===== src/design/utf8d_pkg.sv =====
`timescale 1ns / 1ps
package utf8d_pkg;

   localparam int unsigned CP_W = 21;

   localparam logic [7:0] LEAD2_LO   = 8'hc2;
   localparam logic [7:0] LEAD2_HI   = 8'hdf;
   localparam logic [7:0] LEAD4_HI   = 8'hf4;
   localparam logic [7:0] CONT_MASK  = 8'hc0;
   localparam logic [7:0] CONT_CODE  = 8'h80;
   localparam logic [7:0] ASCII_LIM  = 8'h80;
   localparam logic [3:0] LEAD3_NIB  = 4'he;
   localparam logic [3:0] LEAD4_NIB  = 4'hf;

   localparam logic [CP_W-1:0] MIN_LEN2  = 21'h000080;
   localparam logic [CP_W-1:0] MIN_LEN3  = 21'h000800;
   localparam logic [CP_W-1:0] MIN_LEN4  = 21'h010000;
   localparam logic [CP_W-1:0] CP_MAX    = 21'h10ffff;
   localparam logic [CP_W-1:0] SURR_LO   = 21'h00d800;
   localparam logic [CP_W-1:0] SURR_HI   = 21'h00dfff;

   localparam logic [2:0] LEN_NONE = 3'd0;
   localparam logic [2:0] LEN_TWO  = 3'd2;
   localparam logic [2:0] LEN_THREE = 3'd3;
   localparam logic [2:0] LEN_FOUR = 3'd4;

   // results of one input byte: a number of error items, then an optional code point
   typedef struct packed {
      logic [2:0]      err_count;
      logic            has_cp;
      logic [CP_W-1:0] cp;
   } run_type;

endpackage


===== src/design/utf8d_if.sv =====
`timescale 1ns / 1ps
interface utf8d_req_if;
   logic       valid;
   logic       ready;
   logic [7:0] data_byte;
   logic       end_of_text;

   modport source (output valid, output data_byte, output end_of_text, input ready);
   modport sink (input valid, input data_byte, input end_of_text, output ready);
endinterface

interface utf8d_rsp_if;
   logic        valid;
   logic        ready;
   logic [20:0] code_point;
   logic        is_error;
   logic        last_of_run;

   modport source (output valid, output code_point, output is_error, output last_of_run,
                   input ready);
   modport sink (input valid, input code_point, input is_error, input last_of_run,
                 output ready);
endinterface


===== src/design/utf8d_decode.sv =====
`timescale 1ns / 1ps
module utf8d_decode
   import utf8d_pkg::*;
(
   input  logic    clock,
   input  logic    reset,
   input  logic    accept,
   input  logic [7:0] data_byte,
   input  logic    end_of_text,
   output run_type run
);

   logic [1:0]      held_ff, held_in;
   logic [2:0]      len_ff, len_in;
   logic [CP_W-1:0] acc_ff, acc_in;

   logic            is_cont;
   logic [CP_W-1:0] acc_shift;
   logic [CP_W-1:0] min_val;
   logic            value_ok;
   logic [2:0]      errs;

   always_comb begin
      is_cont   = (data_byte & CONT_MASK) == CONT_CODE;
      acc_shift = {acc_ff[CP_W-7:0], data_byte[5:0]};
      unique case (len_ff)
         LEN_TWO:   min_val = MIN_LEN2;
         LEN_THREE: min_val = MIN_LEN3;
         default:   min_val = MIN_LEN4;
      endcase
      value_ok = (acc_shift >= min_val) && (acc_shift <= CP_MAX)
               && !((acc_shift >= SURR_LO) && (acc_shift <= SURR_HI));

      held_in = held_ff;
      len_in  = len_ff;
      acc_in  = acc_ff;
      errs    = 3'd0;
      run     = '0;

      if (held_ff != 2'd0 && is_cont) begin
         if ({1'b0, held_ff} + 3'd1 >= len_ff) begin
            if (value_ok) begin
               run.has_cp = 1'b1;
               run.cp     = acc_shift;
            end else begin
               errs = len_ff;
            end
            held_in = 2'd0;
            len_in  = LEN_NONE;
            acc_in  = '0;
         end else begin
            held_in = held_ff + 2'd1;
            acc_in  = acc_shift;
         end
      end else begin
         // no open sequence or a broken one, then the byte starts fresh
         errs    = {1'b0, held_ff};
         held_in = 2'd0;
         len_in  = LEN_NONE;
         acc_in  = '0;
         if (data_byte < ASCII_LIM) begin
            run.has_cp = 1'b1;
            run.cp     = {13'd0, data_byte};
         end else if (data_byte >= LEAD2_LO && data_byte <= LEAD2_HI) begin
            held_in = 2'd1;
            len_in  = LEN_TWO;
            acc_in  = {16'd0, data_byte[4:0]};
         end else if (data_byte[7:4] == LEAD3_NIB) begin
            held_in = 2'd1;
            len_in  = LEN_THREE;
            acc_in  = {17'd0, data_byte[3:0]};
         end else if (data_byte[7:4] == LEAD4_NIB && data_byte <= LEAD4_HI) begin
            held_in = 2'd1;
            len_in  = LEN_FOUR;
            acc_in  = {18'd0, data_byte[2:0]};
         end else begin
            errs = errs + 3'd1;
         end
      end

      // end of text flushes an open sequence
      if (end_of_text && held_in != 2'd0) begin
         errs    = errs + {1'b0, held_in};
         held_in = 2'd0;
         len_in  = LEN_NONE;
         acc_in  = '0;
      end

      run.err_count = errs;
   end

   always_ff @(posedge clock) begin
      if (reset) begin
         held_ff <= 2'd0;
         len_ff  <= LEN_NONE;
         acc_ff  <= '0;
      end else if (accept) begin
         held_ff <= held_in;
         len_ff  <= len_in;
         acc_ff  <= acc_in;
      end
   end

endmodule


===== src/design/utf8_stream_decoder.sv =====
`timescale 1ns / 1ps
// utf8_stream_decoder: validating UTF-8 byte stream decoder.
// req_chan carries one text byte per item with an end_of_text mark on the
// last byte of a text. rsp_chan carries code points or error markers; an
// error item has is_error set and code_point 0, and last_of_run marks the
// final item caused by one input byte. A byte may cause no item (it opens or
// extends a sequence) or up to four (errors for a broken sequence, then the
// byte itself, or a flush at end of text).
// An item's first result is registered and appears in the cycle after it is accepted.
// Throughput: one byte per cycle while each byte gives at most one result and
// the receiver is ready; a byte giving several results stalls the input while
// the single result register drains one item per cycle the receiver is ready.
// Reset clears any open sequence and drops pending results.
// When the receiver stalls, the pending result holds and a new byte is taken
// only in the cycle the last result of the previous byte is taken.
module utf8_stream_decoder
   import utf8d_pkg::*;
(
   input  logic clock,
   input  logic reset,
   utf8d_req_if.sink   req_chan,
   utf8d_rsp_if.source rsp_chan
);

   run_type         run;
   logic            accept;
   logic            rsp_last;
   logic [2:0]      err_left_ff, err_left_in;
   logic            cp_pend_ff, cp_pend_in;
   logic [CP_W-1:0] cp_ff, cp_in;

   utf8d_decode u_decode (
      .clock       (clock),
      .reset       (reset),
      .accept      (accept),
      .data_byte   (req_chan.data_byte),
      .end_of_text (req_chan.end_of_text),
      .run         (run)
   );

   assign rsp_chan.valid       = (err_left_ff != 3'd0) || cp_pend_ff;
   assign rsp_last             = (err_left_ff == 3'd0) || (err_left_ff == 3'd1 && !cp_pend_ff);
   assign rsp_chan.is_error    = err_left_ff != 3'd0;
   assign rsp_chan.code_point  = (err_left_ff != 3'd0) ? '0 : cp_ff;
   assign rsp_chan.last_of_run = rsp_last;
   assign req_chan.ready       = !rsp_chan.valid || (rsp_chan.ready && rsp_last);
   assign accept               = req_chan.valid && req_chan.ready;

   always_comb begin
      err_left_in = err_left_ff;
      cp_pend_in  = cp_pend_ff;
      cp_in       = cp_ff;
      if (accept) begin
         err_left_in = run.err_count;
         cp_pend_in  = run.has_cp;
         cp_in       = run.cp;
      end else if (rsp_chan.valid && rsp_chan.ready) begin
         if (err_left_ff != 3'd0) begin
            err_left_in = err_left_ff - 3'd1;
         end else begin
            cp_pend_in = 1'b0;
         end
      end
   end

   always_ff @(posedge clock) begin
      if (reset) begin
         err_left_ff <= 3'd0;
         cp_pend_ff  <= 1'b0;
      end else begin
         err_left_ff <= err_left_in;
         cp_pend_ff  <= cp_pend_in;
      end
   end

   always_ff @(posedge clock) begin
      cp_ff <= cp_in;
   end

endmodule


===== src/flat_wrapper.sv =====
// flat-port wrapper written by rule: the top's interface ports become plain ports
module utf8_stream_decoder_flat import utf8d_pkg::*;
  (clock, reset, req_chan_valid, req_chan_data_byte, req_chan_end_of_text, req_chan_ready, rsp_chan_valid, rsp_chan_code_point, rsp_chan_is_error, rsp_chan_last_of_run, rsp_chan_ready);
  utf8d_req_if req_chan_i ();
  utf8d_rsp_if rsp_chan_i ();
  input  logic clock;
  input  logic reset;
  input wire logic [$bits(req_chan_i.valid)-1:0] req_chan_valid;
  input wire logic [$bits(req_chan_i.data_byte)-1:0] req_chan_data_byte;
  input wire logic [$bits(req_chan_i.end_of_text)-1:0] req_chan_end_of_text;
  output wire logic [$bits(req_chan_i.ready)-1:0] req_chan_ready;
  output wire logic [$bits(rsp_chan_i.valid)-1:0] rsp_chan_valid;
  output wire logic [$bits(rsp_chan_i.code_point)-1:0] rsp_chan_code_point;
  output wire logic [$bits(rsp_chan_i.is_error)-1:0] rsp_chan_is_error;
  output wire logic [$bits(rsp_chan_i.last_of_run)-1:0] rsp_chan_last_of_run;
  input wire logic [$bits(rsp_chan_i.ready)-1:0] rsp_chan_ready;
  assign req_chan_i.valid = req_chan_valid;
  assign req_chan_i.data_byte = req_chan_data_byte;
  assign req_chan_i.end_of_text = req_chan_end_of_text;
  assign req_chan_ready = req_chan_i.ready;
  assign rsp_chan_valid = rsp_chan_i.valid;
  assign rsp_chan_code_point = rsp_chan_i.code_point;
  assign rsp_chan_is_error = rsp_chan_i.is_error;
  assign rsp_chan_last_of_run = rsp_chan_i.last_of_run;
  assign rsp_chan_i.ready = rsp_chan_ready;
  utf8_stream_decoder u_core (.clock(clock), .reset(reset), .req_chan(req_chan_i), .rsp_chan(rsp_chan_i));
endmodule

===== config.mk =====
export PLATFORM = sky130hd
export DESIGN_NAME = utf8_stream_decoder_flat
export DESIGN_NICKNAME = d
export VERILOG_FILES = /design/src/design/utf8d_pkg.sv /design/src/design/utf8d_if.sv /design/src/design/utf8d_decode.sv /design/src/design/utf8_stream_decoder.sv /design/src/flat_wrapper.sv
export SDC_FILE = /design/constraint.sdc
export NUM_CORES = 1
export LEC_CHECK = 0
export BUFFER_PORTS_ARGS = -buffer_cell sky130_fd_sc_hd__buf_2
export CAP_MARGIN = 0
export CELL_PAD_IN_SITES_DETAIL_PLACEMENT = 1
export CELL_PAD_IN_SITES_GLOBAL_PLACEMENT = 1
export CORE_MARGIN = 5
export CORE_UTILIZATION = 47
export CTS_CLUSTER_DIAMETER = 120
export DETAILED_ROUTE_END_ITERATION = 8
export PLACE_DENSITY = 0.84
export SYNTH_ARGS = -nofsm -noshare
export SYNTH_HDL_FRONTEND = slang
export SYNTH_SLANG_ARGS = --single-unit

===== constraint.sdc =====
create_clock -name clock -period 5 [get_ports clock]
set_clock_uncertainty 0.15 [all_clocks]
set_input_delay 1.25 -clock clock [delete_from_list [all_inputs] [get_ports clock]]
set_output_delay 1.25 -clock clock [all_outputs]
set_load 0.01 [all_outputs]

==> results of run 1 <==
==> registers in the layout, summed over array words and instances (netlist names) <==
register,count
u_core.cp_ff,21
u_core.u_decode.acc_ff,15
u_core.err_left_ff,3
u_core.u_decode.len_ff,3
u_core.u_decode.held_ff,2
u_core.cp_pend_ff,1
==> cells by family after synthesis <==
family	synth area share, %
AOI/OAI and AO/OA	18.3
adders and majority gates	6.59
buffers and inverters	4.12
DFF	43.0
muxes	1.60
and+or+nand+nor	26.4
==> how the worst min path moves through the flow <==
| stage | start | endpoint | cells after the start |
|---|---|---|---|
| 2_1_floorplan | u_core.u_decode.acc_ff[1]$_SDFFE_PP0P_ | u_core.u_decode.acc_ff[7]$_SDFFE_PP0P_ | 2 |
| 3_3_place_gp | u_core.u_decode.acc_ff[13]$_SDFFE_PP0P_ | u_core.u_decode.acc_ff[13]$_SDFFE_PP0P_ | 2 |
| 3_5_place_dp | u_core.u_decode.acc_ff[11]$_SDFFE_PP0P_ | u_core.u_decode.acc_ff[11]$_SDFFE_PP0P_ | 2 |
| 4_1_cts | u_core.u_decode.acc_ff[0]$_SDFFE_PP0P_ | u_core.u_decode.acc_ff[6]$_SDFFE_PP0P_ | 2 |
| 5_1_grt | u_core.u_decode.acc_ff[0]$_SDFFE_PP0P_ | u_core.u_decode.acc_ff[6]$_SDFFE_PP0P_ | 2 |
| 6_report | u_core.u_decode.acc_ff[0]$_SDFFE_PP0P_ | u_core.u_decode.acc_ff[6]$_SDFFE_PP0P_ | 2 |
==> metal layers <==
metal	share of wire (%)	global-route usage (%)
met1	46	26.2
met2	49	34.3
met3	3.3	3.34
met4	1.5	4.82
met5	0	0
==> placed cells by master, fill, tap and decap left out, types with 3 or more instances in the layout <==
| master | n |
|---|---|
| inv_1 | 18 |
| buf_4 | 3 |
| a21oi_1 | 20 |
| ha_1 | 12 |
| mux2i_1 | 3 |
| nor2_1 | 15 |
| edfxtp_1 | 21 |
| dfxtp_1 | 24 |
| o21ai_0 | 15 |
| buf_2 | 37 |
| and2_1 | 42 |
| nand3_1 | 4 |
| nor3_1 | 3 |
| a22o_1 | 5 |
| clkbuf_8 | 5 |
| nand2_1 | 36 |
| o21ai_1 | 3 |
==> metrics by stage <==
stage                     area, µm²  utilization, %  cells  hold slack [ns]
after global routing           2940            54.0    390            0.357
final                          2940            54.0    390            0.352
after floorplan                2580               -    279            0.304
after global placement         2840            52.3    382            0.334
after CTS                      2940            54.0    390            0.355
after detailed placement       2840            52.3    382            0.343
==> worst reg2reg max path, delay by kind of cell, from the launching register on <==
| kind | cells | cell delay [ns] |
|---|---|---|
| fa+ha+maj | 4 | 1.33 |
| flops | 1 | 0.42 |
| simple gates | 2 | 0.22 |
| buf+inv | 3 | 0.20 |
| compound gates | 5 | 1.09 |
==> power by group <==
group	total [W]	switching, W	internal, W
logic	0.000531	0.000327	0.000204
clock network	0.000238	0.000137	0.000101
registers	0.000497	0.0000317	0.000465
total	0.00127	0.000496	0.000771
==> layout make-up <==
cell class / instances / area share (%)
inverters: 18 / 2.30
repair buffers: 40 / 7.07
well taps: 72 / 3.07
clock buffers: 5 / 2.34
multi-input cells: 207 / 46.5
clock inverters: 3 / 0.852
flip-flops and latches: 45 / 37.8
==> impl_metrics.yaml, run 1 <==
die:
  rows: 27
  coreArea_um2: 5440
  io-pin-count: 38
  dieArea_um2: 7080
  die_h_um: 84.1
  die_x_um: 84.1
  initial_core_util_pct: 47.5
cts:
  numCtsBuffers: 5
  cts_sinks: 45
  postCtsSetupRepairBufs: 0
  htree_levels: 2
  root_buffer: "clkbuf_8"
  ctsHoldBuffers: 0
  cts.clk_slew.worst_paths_ns: 0.09
  clk_latency_ns: 0.30
  ctsResizeCount: 0
  cts_buffer_depth: 2
  tritoncts: "built"
yosys:
  ys_ff_latch: 45
  syn-instance-count: 279
  avgSynthCellArea_um2: 9.26
  synth_top_cells_by_count: "and2_1 (42), nand2_1 (36), dfxtp_1 (24)"
  syn-cell-area_um2: 2580
  synth_edf_count: 21
  synth_top_area_share_pct: 24.4
  synthFlopType: "dfxtp_1"
  synthArstFlopShare_pct: 0
  yosys_warnings: 0
  synth.distinct_cells: 56
  synth_area_leaders: "edfxtp_1 (24%), dfxtp_1 (19%), and2_1 (10%)"
  yosysSeqAreaShare_pct: 43.0
  syn-num-nets: 305
  synth_largest_area_cell: "edfxtp_1"
  synth.most_common_cell: "and2_1"
global_route:
  antenna_found_initial: 0
  grt_pass1_vias: 2203
  grt_pass1_wl_mm: 11.3
  overflow: 0
  grt_max_degree: 24
  grt_use_total_pct: 19.9
power:
  irDropWorstVdd_mv: 0.219
  leakage_nw: 1.19
  power_w: 0.00127
  p_per_area_nw_per_um2: 431
route:
  ant_nets: 0
  wl_per_cell_um: 17.1
  wl_mm: 6.69
  drt_iter0_markers: 138
  drc: 0
  via_per_inst: 5.52
  via_count: 2152
  drtPass1Iterations: 4
final_layout:
  synthToLayoutAreaGrowth_pct: 13.7
  antenna_cells: 0
  fillers: 664
  layout-drive-gt1-share_pct: 20.8
  regArea_um2: 1110
  multi_input_area_um2: 1370
  nets: 343
worst_setup_path:
  critPathLaunch: "req_chan_data_byte[4]"
  reg2reg_from: "u_core.u_decode.held_ff[0]$_SDFFE_PP0P_"
  crit_required_ns: 5.09
  critPathCaptureType: "flip-flop"
  cp_top_family: "compound AO/OA/AOI/OAI gates"
  cp.depth: 12
  cpMaxStageDelayCell: "or4_4"
  r2r_cells: 14
  cp.buffers_inverters: 3
  crit_arrival_ns: 3.73
  critPathMaxFanout: 5
  crit_path_max_incr_delay_ns: 0.56
  timing.reg2reg.setup_slack_ns: 1.47
  crit_path_end: "u_core.err_left_ff[1]$_SDFFE_PP0P_"
  crit_path_start_kind: "primary input"
  rr_endpoint: "u_core.err_left_ff[1]$_SDFFE_PP0P_"
  path_class: "primary input to flip-flop"
  crit_chain: "buf_2 > or4_4 > o21ai_1 > o21ai_0 > mux2_2 > a21o_1 > ha_1 > inv_1 > fa_1 > inv_1 > o21ai_0 > o21ai_1"
placement:
  pre_cts_ws_ns: 1.07
  place.gp.congestion: 0.846
  port_buffers: 37
  dp_hpwl_mm: 5.08
flow_run:
  max_cap_viol_count: 0
sta:
  rsz0062_at_grt: "false"
  hold_viol_final: 0
  post-route-period-util_pct: 72.9
  slew_violations: 0
  fmax_mhz: 275
  worst_pin_slew_ns: 0.670
  period_minus_slack_ns: 3.64
  fin_ws_ns: 1.36
  finalSetupTns_ns: 0
  setup_viol_count_final: 0
  slew_headroom_pct: 55.3
status:
  outcome: "complete, no violations"
worst_hold_path:
  min_path_type: "flip-flop to flip-flop"
Power figures use the tool's default switching activity.
==> run 2, diff against run 1 <==
--- a/config.mk
+++ b/config.mk
@@ -10,10 +10,10 @@
 export CELL_PAD_IN_SITES_DETAIL_PLACEMENT = 1
 export CELL_PAD_IN_SITES_GLOBAL_PLACEMENT = 1
 export CORE_MARGIN = 5
-export CORE_UTILIZATION = 47
+export CORE_UTILIZATION = 43
 export CTS_CLUSTER_DIAMETER = 120
 export DETAILED_ROUTE_END_ITERATION = 8
-export PLACE_DENSITY = 0.84
+export PLACE_DENSITY = 0.78
 export SYNTH_ARGS = -nofsm -noshare
 export SYNTH_HDL_FRONTEND = slang
 export SYNTH_SLANG_ARGS = --single-unit
==> constraint.sdc (replaced) <==
create_clock -name clock -period 3.58 [get_ports clock]
set_clock_uncertainty 0.15 [all_clocks]
set_input_delay 0.895 -clock clock [delete_from_list [all_inputs] [get_ports clock]]
set_output_delay 0.895 -clock clock [all_outputs]
set_load 0.01 [all_outputs]
==> impl_metrics.yaml, run 2 (synthesized netlist as in run 1, its figures left out) <==
placement:
  port_buffers: 37
  dp_hpwl_mm: 5.18
  place.gp.congestion: 0.814
worst_setup_path:
  timing.reg2reg.setup_slack_ns: 0.27
  critPathCaptureType: "flip-flop"
  reg2reg_from: "u_core.u_decode.held_ff[0]$_SDFFE_PP0P_"
  rr_endpoint: "u_core.err_left_ff[1]$_SDFFE_PP0P_"
  critPathLaunch: "u_core.u_decode.held_ff[0]$_SDFFE_PP0P_"
  crit_path_start_kind: "flip-flop"
  critPathMaxFanout: 5
  crit_required_ns: 3.62
  crit_path_end: "u_core.err_left_ff[1]$_SDFFE_PP0P_"
  cp.buffers_inverters: 3
  path_class: "flip-flop to flip-flop"
  crit_arrival_ns: 3.34
  crit_chain: "inv_1 > ha_1 > ha_1 > nand2_1 > o21ai_1 > nand2_1 > o31ai_4 > a21o_1 > ha_1 > inv_1 > fa_1 > inv_1 > o21ai_0 > o21ai_1"
  cpMaxStageDelayCell: "fa_1"
  cp.depth: 14
  cp_top_family: "adder cells"
  r2r_cells: 14
  crit_path_max_incr_delay_ns: 0.48
sta:
  slew_headroom_pct: 62.0
  period_minus_slack_ns: 3.31
  finalSetupTns_ns: 0
  hold_viol_final: 0
  fmax_mhz: 302
  setup_viol_count_final: 0
  post-route-period-util_pct: 92.4
  slew_violations: 0
  rsz0062_at_grt: "false"
  worst_pin_slew_ns: 0.562
  fin_hold_ws_ns: 0.352
cts:
  htree_levels: 2
  cts_buffer_depth: 2
  cts_sinks: 45
  numCtsBuffers: 5
  cts.clk_slew.worst_paths_ns: 0.10
  clk_latency_ns: 0.31
  tritoncts: "built"
  root_buffer: "clkbuf_8"
final_layout:
  layout-drive-gt1-share_pct: 21.0
  synthToLayoutAreaGrowth_pct: 13.9
  reg.largest.list: "u_core.cp_ff: 21 flops, u_core.u_decode.acc_ff: 15 flops"
  final_cell_mix: "and2_1 (42), buf_2 (37), nand2_1 (36)"
  top_register: "u_core.cp_ff"
  antenna_cells: 0
  layout_commonest_cell: "and2_1"
  largest_register_ffs: 21
  nets: 344
  fillers: 715
  fin_util_pct: 50.0
die:
  die_h_um: 87.5
  coreArea_um2: 5890
  rows: 28
  initial_core_util_pct: 43.9
  dieArea_um2: 7660
  io-pin-count: 38
  die_x_um: 87.5
route:
  via_per_inst: 5.51
  via_count: 2172
  drc: 0
  ant_nets: 0
  drt_iter0_markers: 116
  wl_mm: 6.67
  drtPass1Iterations: 4
  wl_per_cell_um: 16.9
global_route:
  grt_max_degree: 25
  antenna_found_initial: 0
  grt_pass1_vias: 2342
  grt_use_total_pct: 19.0
  overflow: 0
  grt_pass1_wl_mm: 11.3
power:
  p_per_area_nw_per_um2: 600
  irDropWorstVdd_mv: 0.465
  leakage_nw: 1.21
status:
  outcome: "complete, no violations"
flow_run:
  max_cap_viol_count: 0
worst_hold_path:
  min_path_type: "flip-flop to flip-flop"
==> run 2: through the flow <==
stage	worst slack [ns]	total power, W	std cells	cell area (µm²)
finish	0.272	0.00177	394	2940
global route	0.0374	0.00189	394	2940
CTS	0.108	0.00179	394	2940
detailed placement	0.0514	0.00147	386	2850
global placement	0.177	0.00143	386	2850
floorplan	0.410	0.00117	279	2580
==> run 2: final cells by class <==
type,count,area [µm²],area share [%]
Clock buffer,5,68.8,2.34
Clock inverter,3,20.0,0.680
Inverter,18,67.6,2.30
Multi-Input combinational cell,207,1370,46.4
Sequential cell,45,1110,37.8
Tap cell,75,93.8,3.19
Timing Repair Buffer,41,215,7.31
==> run 2: report_power, final <==
group / total, W / internal, W / switching (W)
Sequential: 0.000696 / 0.000650 / 0.0000466
Combinational: 0.000745 / 0.000291 / 0.000454
Clock: 0.000324 / 0.000139 / 0.000185
==> run 2: how the worst min path moves through the flow <==
stage	slack [ns]	from	cells past startpoint	end
finish	0.35	u_core.u_decode.acc_ff[14]$_SDFFE_PP0P_	2	u_core.u_decode.acc_ff[14]$_SDFFE_PP0P_
global placement	0.34	u_core.u_decode.acc_ff[13]$_SDFFE_PP0P_	2	u_core.u_decode.acc_ff[13]$_SDFFE_PP0P_
global route	0.39	u_core.u_decode.held_ff[1]$_SDFFE_PP0P_	2	u_core.u_decode.held_ff[1]$_SDFFE_PP0P_
detailed placement	0.34	u_core.u_decode.acc_ff[14]$_SDFFE_PP0P_	2	u_core.u_decode.acc_ff[14]$_SDFFE_PP0P_
CTS	0.36	u_core.u_decode.acc_ff[14]$_SDFFE_PP0P_	2	u_core.u_decode.acc_ff[14]$_SDFFE_PP0P_
floorplan	0.30	u_core.u_decode.acc_ff[1]$_SDFFE_PP0P_	2	u_core.u_decode.acc_ff[7]$_SDFFE_PP0P_
==> run 2: routing by layer <==
layer	share of wire [%]	track usage, %
met5	0	0
met4	1.2	5.16
met3	3.9	3.03
met2	49	33.0
met1	46	24.4
==> run 2: timing repair <==
action	CTS	global route
setup endpoints to repair	0	1
gates resized for setup	0	1
hold buffers	0	0
setup buffers	0	0
==> run 2: worst register-to-register path: cells and delay by family (launching register included) <==
family / cells / cell delay (ns)
flops: 1 / 0.43
simple gates: 2 / 0.19
buf+inv: 3 / 0.20
compound gates: 5 / 0.92
fa+ha+maj: 4 / 1.30
==> run 3, diff against run 2 <==
--- a/config.mk
+++ b/config.mk
@@ -10,10 +10,10 @@
 export CELL_PAD_IN_SITES_DETAIL_PLACEMENT = 1
 export CELL_PAD_IN_SITES_GLOBAL_PLACEMENT = 1
 export CORE_MARGIN = 5
-export CORE_UTILIZATION = 43
+export CORE_UTILIZATION = 47
 export CTS_CLUSTER_DIAMETER = 120
 export DETAILED_ROUTE_END_ITERATION = 8
-export PLACE_DENSITY = 0.78
+export PLACE_DENSITY = 0.84
 export SYNTH_ARGS = -nofsm -noshare
 export SYNTH_HDL_FRONTEND = slang
 export SYNTH_SLANG_ARGS = --single-unit
==> constraint.sdc (replaced) <==
create_clock -name clock -period 3.93 [get_ports clock]
set_clock_uncertainty 0.15 [all_clocks]
set_input_delay 0.9825 -clock clock [delete_from_list [all_inputs] [get_ports clock]]
set_output_delay 0.9825 -clock clock [all_outputs]
set_load 0.01 [all_outputs]
==> impl_metrics.yaml, run 3 (synthesized netlist as in run 1, its figures left out) <==
cts:
  clk_latency_ns: 0.30
  numCtsBuffers: 5
  ctsResizeCount: 0
  cts_buffer_depth: 2
  ctsHoldBuffers: 0
  cts.clk_slew.worst_paths_ns: 0.09
  htree_levels: 2
  cts_sinks: 45
  postCtsSetupRepairBufs: 0
  root_buffer: "clkbuf_8"
  tritoncts: "built"
sta:
  fmax_mhz: 280
  rsz0062_at_grt: "false"
  setup_viol_count_final: 0
  period_minus_slack_ns: 3.57
  hold_viol_final: 0
  worst_pin_slew_ns: 0.709
  post-route-period-util_pct: 90.9
  fin_hold_ws_ns: 0.350
  slew_violations: 0
  finalSetupTns_ns: 0
  slew_headroom_pct: 52.7
global_route:
  grt_use_total_pct: 19.5
  grt_pass1_vias: 2269
  antenna_found_initial: 0
  grt_max_degree: 24
  overflow: 0
  grt_pass1_wl_mm: 11.3
route:
  via_per_inst: 5.61
  wl_per_cell_um: 16.6
  drc: 0
  wl_mm: 6.48
  ant_nets: 0
  via_count: 2186
  drt_iter0_markers: 135
  drtPass1Iterations: 4
die:
  io-pin-count: 38
  initial_core_util_pct: 47.5
  die_h_um: 84.1
  dieArea_um2: 7080
  coreArea_um2: 5440
  rows: 27
  die_x_um: 84.1
power:
  p_per_area_nw_per_um2: 579
  leakage_nw: 1.22
  irDropWorstVdd_mv: 0.211
placement:
  post_dp_cell_area_um2: 2840
  port_buffers: 37
  dp_hpwl_mm: 4.87
  place.gp.congestion: 0.853
final_layout:
  synthToLayoutAreaGrowth_pct: 15.4
  fin_area_um2: 2980
  nets: 343
  largest_register_ffs: 21
  top_register: "u_core.cp_ff"
  reg.largest.list: "u_core.cp_ff: 21 flops, u_core.u_decode.acc_ff: 15 flops"
  final_cell_mix: "and2_1 (42), buf_2 (37), nand2_1 (36)"
  layout_commonest_cell: "and2_1"
  layout-drive-gt1-share_pct: 20.8
  antenna_cells: 0
  fillers: 653
worst_hold_path:
  min_path_type: "flip-flop to flip-flop"
  hold_depth: 2
  min_from: "u_core.u_decode.acc_ff[13]$_SDFFE_PP0P_"
  hold_end: "u_core.u_decode.acc_ff[13]$_SDFFE_PP0P_"
worst_setup_path:
  path_class: "flip-flop to flip-flop"
  crit_path_start_kind: "flip-flop"
  reg2reg_from: "u_core.u_decode.held_ff[0]$_SDFFE_PP0P_"
  rr_endpoint: "u_core.err_left_ff[1]$_SDFFE_PP0P_"
  cp.buffers_inverters: 3
  cp_top_family: "adder cells"
  r2r_cells: 14
  cpMaxStageDelayCell: "fa_1"
  crit_required_ns: 3.96
  timing.reg2reg.setup_slack_ns: 0.36
  crit_chain: "inv_1 > ha_1 > ha_1 > nand2_1 > o21ai_0 > nand2_1 > o31ai_4 > a21o_1 > ha_1 > inv_1 > fa_1 > inv_1 > o21ai_0 > o21ai_1"
  crit_arrival_ns: 3.60
  critPathMaxFanout: 5
  crit_path_max_incr_delay_ns: 0.47
  critPathCaptureType: "flip-flop"
status:
  outcome: "complete, no violations"
flow_run:
  max_cap_viol_count: 0
==> run 3: final cells by class <==
class / count / area (µm²) / share of cell area (%)
Multi-Input combinational cell: 207 / 1370 / 45.8
Inverter: 18 / 67.6 / 2.27
Timing Repair Buffer: 40 / 208 / 6.97
Tap cell: 72 / 90.1 / 3.02
Clock inverter: 3 / 68.8 / 2.31
Clock buffer: 5 / 68.8 / 2.31
Sequential cell: 45 / 1110 / 37.3
==> run 3: routing by layer <==
| metal | GRT usage (%) | wire, µm | vias to the layer above | share of wire, % |
|---|---|---|---|---|
| met5 | 0 | 0 | - | 0 |
| met4 | 4.68 | 54 | 0 | 0.83 |
| met3 | 3.24 | 236 | 6 | 3.6 |
| met2 | 34.7 | 3260 | 45 | 50 |
| met1 | 24.5 | 2930 | 1072 | 45 |
| li1 | - | - | 1063 | - |
==> run 3: metrics by stage <==
step / cells / worst slack, ns / utilization [%] / total power (W)
CTS: 390 / 0.377 / 54.8 / 0.00174
detailed placement: 382 / 0.357 / 52.3 / 0.00132
global route: 390 / 0.0871 / 54.8 / 0.00185
floorplan: 279 / 0.672 / - / 0.00106
global placement: 382 / 0.459 / 52.3 / 0.00129
finish: 390 / 0.358 / 54.8 / 0.00173
==> run 3: worst max-delay path by stage <==
| stage | start | endpoint | slack (ns) | cells after the start |
|---|---|---|---|---|
| 3_5_place_dp | req_chan_data_byte[4] | u_core.err_left_ff[1]$_SDFFE_PP0P_ | 0.36 | 12 |
| 3_3_place_gp | req_chan_data_byte[4] | u_core.err_left_ff[1]$_SDFFE_PP0P_ | 0.46 | 12 |
| 2_1_floorplan | req_chan_data_byte[4] | u_core.err_left_ff[1]$_SDFFE_PP0P_ | 0.67 | 11 |
| 5_1_grt | u_core.u_decode.held_ff[0]$_SDFFE_PP0P_ | u_core.err_left_ff[1]$_SDFFE_PP0P_ | 0.09 | 14 |
| 4_1_cts | u_core.u_decode.held_ff[0]$_SDFFE_PP0P_ | u_core.err_left_ff[1]$_SDFFE_PP0P_ | 0.38 | 14 |
| 6_report | u_core.u_decode.held_ff[0]$_SDFFE_PP0P_ | u_core.err_left_ff[1]$_SDFFE_PP0P_ | 0.36 | 14 |
==> run 3: worst reg2reg max path: stages (launching register included) <==
cell and delay (ns):
dfxtp_1 0.43, inv_1 0.11, ha_1 0.38, ha_1 0.31, nand2_1 0.07, o21ai_0 0.33
nand2_1 0.16, o31ai_4 0.40, a21o_1 0.18, ha_1 0.14, inv_1 0.05, fa_1 0.47
inv_1 0.04, o21ai_0 0.18, o21ai_1 0.07
==> run 3: power breakdown <==
part	switching (W)	internal [W]	leakage, nW
sequential	0.0000402	0.000592	0.401
combinational	0.000415	0.000260	0.749
clock	0.000163	0.000256	0.0687
total	0.000618	0.00111	1.22
